**config.mk**
```make
export PLATFORM = sky130hd
export DESIGN_NAME = dvru_cell
export DESIGN_NICKNAME = d
export VERILOG_FILES = /design/src/rtl/dvru_pkg.sv /design/src/rtl/dvru_cell.sv
export VERILOG_INCLUDE_DIRS = /design/src /design/src/rtl
export SDC_FILE = /design/constraint.sdc
export NUM_CORES = 1
export LEC_CHECK = 0
export BUFFER_PORTS_ARGS = -buffer_cell sky130_fd_sc_hd__buf_2
export CAP_MARGIN = 0
export CORE_ASPECT_RATIO = 0.7
export CORE_MARGIN = 5
export CORE_UTILIZATION = 50
export CTS_CLUSTER_SIZE = 24
export DETAILED_ROUTE_END_ITERATION = 12
export GPL_ROUTABILITY_DRIVEN = 0
export GPL_TIMING_DRIVEN = 0
export PLACE_DENSITY = 0.76
export SLEW_MARGIN = 15
export SYNTH_ARGS = -nofsm -noshare
export SYNTH_HDL_FRONTEND = slang
export SYNTH_SLANG_ARGS = --single-unit
```
**constraint.sdc**
```tcl
create_clock -name clock -period 11.9 [get_ports clock]
set_clock_uncertainty 0.1 [all_clocks]
set_input_delay 0.595 -clock clock [delete_from_list [all_inputs] [get_ports clock]]
set_output_delay 0.595 -clock clock [all_outputs]
set_load 0.02 [all_outputs]
```
**src/rtl/distance_vector_route_update_core_macros.svh**
```systemverilog
// Assertion macros for the distance vector route update core.
`ifndef DISTANCE_VECTOR_ROUTE_UPDATE_CORE_MACROS_SVH
`define DISTANCE_VECTOR_ROUTE_UPDATE_CORE_MACROS_SVH
`ifndef ASSERT_OFF
`define DVRU_ASSERT_NEXT(label, clk, rst, ante, cons) \
   label: assert property (@(posedge clk) disable iff (rst) (ante) |=> (cons)) \
      else $error("assertion failed: next-cycle implication");
`define DVRU_ASSERT_NOW(label, clk, rst, ante, cons) \
   label: assert property (@(posedge clk) disable iff (rst) (ante) |-> (cons)) \
      else $error("assertion failed: same-cycle implication");
`else
`define DVRU_ASSERT_NEXT(label, clk, rst, ante, cons)
`define DVRU_ASSERT_NOW(label, clk, rst, ante, cons)
`endif
`endif

```
**src/rtl/dvru_pkg.sv**
```systemverilog
// Types and constants shared by the route update core and its table cells.
`default_nettype none
package dvru_pkg;

   localparam int ENTRIES_DEFAULT = 64;
   localparam int ADDR_W = 32;
   localparam int COST_W = 16;
   localparam int SLOT_W = 6;
   localparam logic [COST_W-1:0] COST_MAX = {COST_W{1'b1}};

   typedef enum logic [1:0] {
      ACT_SAME    = 2'd0,
      ACT_UPDATED = 2'd1,
      ACT_ADDED   = 2'd2,
      ACT_DROPPED = 2'd3
   } action_type;

   typedef struct packed {
      logic [ADDR_W-1:0] dest_addr;
      logic [COST_W-1:0] adv_cost;
      logic [COST_W-1:0] link_cost;
      logic [ADDR_W-1:0] neighbor_addr;
      logic [ADDR_W-1:0] iface_addr;
   } req_item_type;

   typedef struct packed {
      action_type        action;
      logic [SLOT_W-1:0] slot;
      logic [COST_W-1:0] route_cost;
      logic [ADDR_W-1:0] route_next_hop;
   } rsp_item_type;

   // Item in flight along the cell chain.
   typedef struct packed {
      logic              valid;
      logic              done;
      logic [ADDR_W-1:0] dest;
      logic [COST_W-1:0] cand;
      logic [ADDR_W-1:0] nbr;
      logic [ADDR_W-1:0] ifc;
      rsp_item_type      result;
   } token_type;

endpackage
`default_nettype wire

```
**src/rtl/dvru_cell.sv**
```systemverilog
// One route table cell: holds one entry and matches, updates or adds for a passing item.
`default_nettype none
`include "distance_vector_route_update_core_macros.svh"
module dvru_cell #(
   parameter int INDEX = 0
) (
   input  wire logic                clock,
   input  wire logic                reset,
   input  wire logic                advance,
   input  wire dvru_pkg::token_type in_tok,
   output dvru_pkg::token_type      out_tok
);

   localparam logic [dvru_pkg::SLOT_W-1:0] SLOT = dvru_pkg::SLOT_W'(INDEX);

   logic                          valid_ff, valid_in;
   logic [dvru_pkg::ADDR_W-1:0]   dest_ff, dest_in;
   logic [dvru_pkg::COST_W-1:0]   cost_ff, cost_in;
   logic [dvru_pkg::ADDR_W-1:0]   hop_ff, hop_in;
   logic [dvru_pkg::ADDR_W-1:0]   iface_ff, iface_in;
   dvru_pkg::token_type           tok_ff, tok_in;

   always_comb begin
      tok_in   = in_tok;
      valid_in = valid_ff;
      dest_in  = dest_ff;
      cost_in  = cost_ff;
      hop_in   = hop_ff;
      iface_in = iface_ff;
      if (in_tok.valid && !in_tok.done) begin
         if (valid_ff && (dest_ff == in_tok.dest)) begin
            tok_in.done        = 1'b1;
            tok_in.result.slot = SLOT;
            if (cost_ff > in_tok.cand) begin
               cost_in  = in_tok.cand;
               hop_in   = in_tok.nbr;
               iface_in = in_tok.ifc;
               tok_in.result.action         = dvru_pkg::ACT_UPDATED;
               tok_in.result.route_cost     = in_tok.cand;
               tok_in.result.route_next_hop = in_tok.nbr;
            end else begin
               tok_in.result.action         = dvru_pkg::ACT_SAME;
               tok_in.result.route_cost     = cost_ff;
               tok_in.result.route_next_hop = hop_ff;
            end
         end else if (!valid_ff) begin
            // first free cell: the table fills in slot order
            valid_in = 1'b1;
            dest_in  = in_tok.dest;
            cost_in  = in_tok.cand;
            hop_in   = in_tok.nbr;
            iface_in = in_tok.ifc;
            tok_in.done                  = 1'b1;
            tok_in.result.slot           = SLOT;
            tok_in.result.action         = dvru_pkg::ACT_ADDED;
            tok_in.result.route_cost     = in_tok.cand;
            tok_in.result.route_next_hop = in_tok.nbr;
         end
      end
   end

   always_ff @(posedge clock) begin
      if (advance) begin
         dest_ff       <= dest_in;
         cost_ff       <= cost_in;
         hop_ff        <= hop_in;
         iface_ff      <= iface_in;
         tok_ff.done   <= tok_in.done;
         tok_ff.dest   <= tok_in.dest;
         tok_ff.cand   <= tok_in.cand;
         tok_ff.nbr    <= tok_in.nbr;
         tok_ff.ifc    <= tok_in.ifc;
         tok_ff.result <= tok_in.result;
      end
      if (reset) begin
         valid_ff     <= 1'b0;
         tok_ff.valid <= 1'b0;
      end else if (advance) begin
         valid_ff     <= valid_in;
         tok_ff.valid <= tok_in.valid;
      end
   end

   assign out_tok = tok_ff;

   `DVRU_ASSERT_NEXT(a_entry_sticky, clock, reset, valid_ff, valid_ff)
   `DVRU_ASSERT_NEXT(a_done_passes, clock, reset,
      advance && in_tok.valid && in_tok.done, tok_ff.valid && tok_ff.done)
   `DVRU_ASSERT_NEXT(a_free_cell_takes_add, clock, reset,
      advance && in_tok.valid && !in_tok.done && !valid_ff,
      valid_ff && tok_ff.done && (tok_ff.result.action == dvru_pkg::ACT_ADDED))

endmodule
`default_nettype wire

```
# Word level (Yosys, flattened, before mapping)
# Index checks and enable logic that the tools add are counted.
[word_totals] ff_bits=251 inputBits=173 wordCells=40 output_inout_bits=170
[classes] muxes=14 bitwise=2 magnitude_cmp=1 reduce_logical=6 n_eq_ne=3
[op_table] operator="56-bit 2-to-1 mux" n=3
[op_table] operator="32-bit 2-to-1 mux" n=3
[op_table] operator="16-bit 2-to-1 mux" n=3
[op_table] operator="48-bit 2-to-1 mux" n=1
[op_table] operator="32-bit equality test" n=1
[op_table] operator="16-bit > comparator" n=1
[op_table] operator="4-bit AND reduction" n=2
[op_table] operator="1-bit 2-to-1 mux" n=4
[op_table] operator="2-bit by 1-bit inequality test with 1-bit output, second input constant" n=2
[op_table] operator="3-bit AND reduction" n=1
[op_table] operator="1-bit logical AND" n=2
[op_table] operator="1-bit inverter" n=2
[op_table] operator="1-bit zero test" n=1

# Longest topological paths before layout
[logic_depth] word_depth=4 ltp_mapped=10 mapped_depth_nobuf=8

# Worst setup path after synthesis
# OpenSTA, ideal clock, no wires.
[synth_timing] path_type="input port to flip-flop" start="input port in_tok[134] (netlist name)" end="register cost_ff[0] (netlist name), enable pin" setup_slack_ns=6.815 t_arrival_ns=4.515 setup_ns=0.469 path_stages=10 required_time_ns=11.331 n_path_buf=2 path_cell_list="inv_1 ha_1 nand4_1 nor4_1 nor3_1 o31a_1 clkbuf_1 clkbuf_1 o21ai_1 a21oi_1"
[synth_between] elab_chain_cells=3
[synth_lines] item="start, declared" line_no="dvru_cell.sv:10" text="input wire dvru_pkg::token_type in_tok,"
[synth_lines] item="16-bit > comparator" line_no="dvru_cell.sv:34" text="if (cost_ff > in_tok.cand) begin"
[synth_lines] item="2-bit by 1-bit inequality test with 1-bit output (no line)"
[synth_lines] item="4-bit AND reduction (no line)"
[synth_lines] item="end signal, assigned" line_no="dvru_cell.sv:65" text="cost_ff <= cost_in;"
[synth_lines] item="end, declared" line_no="dvru_cell.sv:18" text="logic [dvru_pkg::COST_W-1:0] cost_ff, cost_in;"
# Every way passes these cells.
# A chain may end at the register's enable or synchronous reset.

# Worst setup path after layout
[layout_timing] start="register cost_ff[14] (netlist name)" end="register hop_ff[22] (netlist name), enable pin"
[layout_between] elab_chain_cells=3
[layout_lines] item="16-bit > comparator" line_no="dvru_cell.sv:34"
[layout_lines] item="2-bit by 1-bit inequality test with 1-bit output (no line)"
[layout_lines] item="4-bit AND reduction (no line)"
[layout_lines] item="end signal, assigned" line_no="dvru_cell.sv:66" text="hop_ff <= hop_in;"
[layout_lines] item="end, declared" line_no="dvru_cell.sv:19" text="logic [dvru_pkg::ADDR_W-1:0] hop_ff, hop_in;"
# Every way passes these cells.

==> impl_metrics.csv <==
group,metric,value,unit
run_status,run_status,"finished clean",
clocking,cts_resized,0,
synth,synth_fp_nets,916,
power,p_comb_share,11.9,%
clocking,post-cts-setup-buffer-count,0,
clocking,cts_made_buffers,25,
sta,clock.fmax,0.2377,GHz
critical_path,crit_path_max_incr_delay,0.74,ns
synth,synth_cell_types,35,
sta,report.final.slew_viol_count,0,
clocking,clkTransAtPathRegs,0.06,ns
grt,grt_pass1_vias,7656,
layout,multi_input_area,2761,µm²
synth,synth_most_common_cell,"edfxtp_1",
grt,grt.busiest_layer,"met2",
placed_design,dp.cells,1348,
synth,synthCells,727,
clocking,root_buffer,"clkbuf_16",
critical_path,arrival,4.32,ns
clocking,holdBufCountCts,0,
routing,first_iter_violations,951,
synth,synthTopCellsByArea,"edfxtp_1, a22o_1, o2111ai_1",
grt,overflow,0,
routing,drtPass1Iterations,5,
clocking,cts.sinks,251,
clocking,cts_buffer_depth,3,
clocking,cts_tree,"done",
synth,synth_flop_cell,"edfxtp_1",
grt,grt_max_degree,89,
grt,grtUsageMet1,32.64,%
power,p_leak,5.199,nW
routing,vias,8105,
critical_path,rrSetupSlack,7.69,ns
routing,drc,0,
routing,routed_wire_length_per_instance,21.58,µm
routing,ant_nets,0,
layout,final_cells,1395,
power,ir_drop,0.1045,mV
critical_path,required,12.02,ns
grt,grt_usage,23.11,%
sta,fin_crit,4.206,ns
grt,grtUsageMet2,36.71,%
sta,fin_setup_tns,0,ns
synth,synth.cell_area,10610,µm²
grt,met3_usage,5.792,%
power,switching_share,24.01,%
sta,max_slew_margin,41.94,%
clocking,htreeDepth,1,
layout,drive_gt1_share,35.06,%
sta,tightest_slew,0.8689,ns
routing,avgViaCountPerCell,5.810,
grt,antenna_found_initial,6,
synth,async_flop_share,0,%
critical_path,cpMostUsedCell,"clkbuf_1",
synth,synth_seq_area_share,70.88,%
synth,yosys.area.top_type_share,70.50,%
placed_design,place.detailed.hpwl,21.95,mm
routing,routed_wirelength,30.11,mm
sta,rsz0062_at_grt,"false",
flow_run,maxCapViolCount,0,
power,power.density,154.0,nW/µm²
sta,period_share,35.35,%
critical_path,critPathKind,"reg2reg",
power,seq_power_share,50.2,%
placed_design,io_buffers,342,
critical_path,critPathLaunchType,"flip-flop",
layout,nets,1288,
synth,ys_seq_elements,251,
min_path,worst_hold_path_type,"in2reg",
critical_path,path_cells,"ha_1, nand4_1, inv_1, a221oi_1, nor2_1, clkbuf_1, clkbuf_1, o21ai_1, a21oi_4, buf_16",
power,p_switching,0.0005028,W
grt,grt_pass1_wl,44.41,mm
synth,yosys-top-cells-count,"edfxtp_1, clkbuf_1, nand2_1, nand3_1",
floorplanning,io_pins,343,
floorplanning,initial_core_util,50.96,%
power,p_int,0.001592,W
layout,areaGrowthSynthToFinish,28.21,%
floorplanning,die_x,184.1,µm
synth,yosys_warnings,0,
floorplanning,coreArea,20810,µm²
floorplanning,dieArea,24270,µm²
layout,fin_util,65.34,%
critical_path,setup.worst_path.end_class,"flip-flop",
clocking,clock_latency,0.52,ns
critical_path,cp_top_family,"buffers and inverters",
power,pwr-share-clk,37.9,%
critical_path,cp_max_fo,25,
synth,synth_edf_count,249,
synth,yosysTopAreaCell,"edfxtp_1",
sta,finalSetupViolCount,0,
floorplanning,die_h,131.9,µm
layout,nFillCells,1573,
sta,hold_violations,0,
synth,avgSynthCellArea,14.59,µm²
layout,regArea,7517,µm²
floorplanning,rows,44,
critical_path,cp_slowest_cell,"a21oi_4",
critical_path,worst-path-buf-inv,4,
-- worst register-to-register path: cells and delay by family (launching register included) --
family / cells / cell delay, ns
AO/OA/AOI/OAI: 3 / 1.04
adder cells (fa/ha/maj): 1 / 0.34
buffers and inverters: 4 / 1.29
flip-flops: 1 / 0.40
AND/OR/NAND/NOR: 2 / 0.74
-- kinds of logic after synthesis --
family	Yosys count	share of synthesized area [%]
simple gates	183	9.403
compound gates	163	11.83
xor+xnor	32	2.643
fa+ha+maj	16	1.888
buf+inv	81	3.256
flops	251	70.88
mux	1	0.09439
-- power by group through the flow --
| stage | logic (W) | registers, W | clock network, W |
|---|---|---|---|
| after CTS | 0.000249 | 0.00105 | 0.000806 |
| after global placement | 0.000240 | 0.00107 | 0 |
| after global routing | 0.000266 | 0.00105 | 0.000850 |
| after floorplan | 0.0000613 | 0.00113 | 0 |
| final | 0.000250 | 0.00105 | 0.000794 |
| after detailed placement | 0.000249 | 0.00107 | 0 |
-- through the flow --
stage	worst slack [ns]	power (W)	hold WS, ns	cell area [µm²]
6_report	7.694	0.002094	0.1354	13600
5_1_grt	7.374	0.002171	0.1209	13600
4_1_cts	7.730	0.002107	0.1229	13590
3_5_place_dp	7.361	0.001318	0.3981	12770
3_3_place_gp	3.955	0.001310	0.3711	12660
2_1_floorplan	6.815	0.001192	0.4788	10610
-- path summary, 6_finish.rpt --
check | start | to | cells past startpoint
worst max-delay path | cost_ff[14]$_DFFE_PP_ | hop_ff[22]$_DFFE_PP_ | 10
worst min-delay path | reset | valid_ff$_SDFFE_PP0P_ | 2
worst max register to register | cost_ff[14]$_DFFE_PP_ | hop_ff[22]$_DFFE_PP_ | 10
worst min register to register | out_tok[169]$_SDFFE_PP0P_ | out_tok[169]$_SDFFE_PP0P_ | 2
-- layer usage --
| layer | up-vias | routed length (µm) |
|---|---|---|
| met1 | 3844 | 12210 |
| met4 | 10 | 601 |
| li1 | 3705 | - |
| met5 | - | 69 |
| met2 | 497 | 13980 |
| met3 | 49 | 3250 |
-- registers in the layout (all words and copies together) (netlist names) --
register and count:
hop_ff 32, out_tok 170, cost_ff 16, dest_ff 32, valid_ff 1
-- cells in the final DEF (no fill, tap or decap), types with 7 or more instances in the layout --
cell type / n
xor2_1: 32
a31oi_1: 48
inv_1: 17
nor4_1: 9
a22o_1: 48
edfxtp_1: 249
o2111ai_1: 48
buf_2: 341
clkbuf_16: 25
ha_1: 16
nand3_1: 50
a21oi_1: 7
or4_1: 48
nand2_1: 51
clkbuf_1: 63
-- area by class of cell --
type	instances	area share [%]
Multi-Input combinational cell	395	20.31
Buffer	63	2.043
Clock buffer	35	5.098
Antenna cell	1	0.01840
Timing Repair Buffer	345	13.21
Sequential cell	251	55.29
Clock inverter	11	0.9938
Tap cell	276	2.540
Inverter	18	0.4969
No activity file was read; power rests on OpenSTA's default activity.
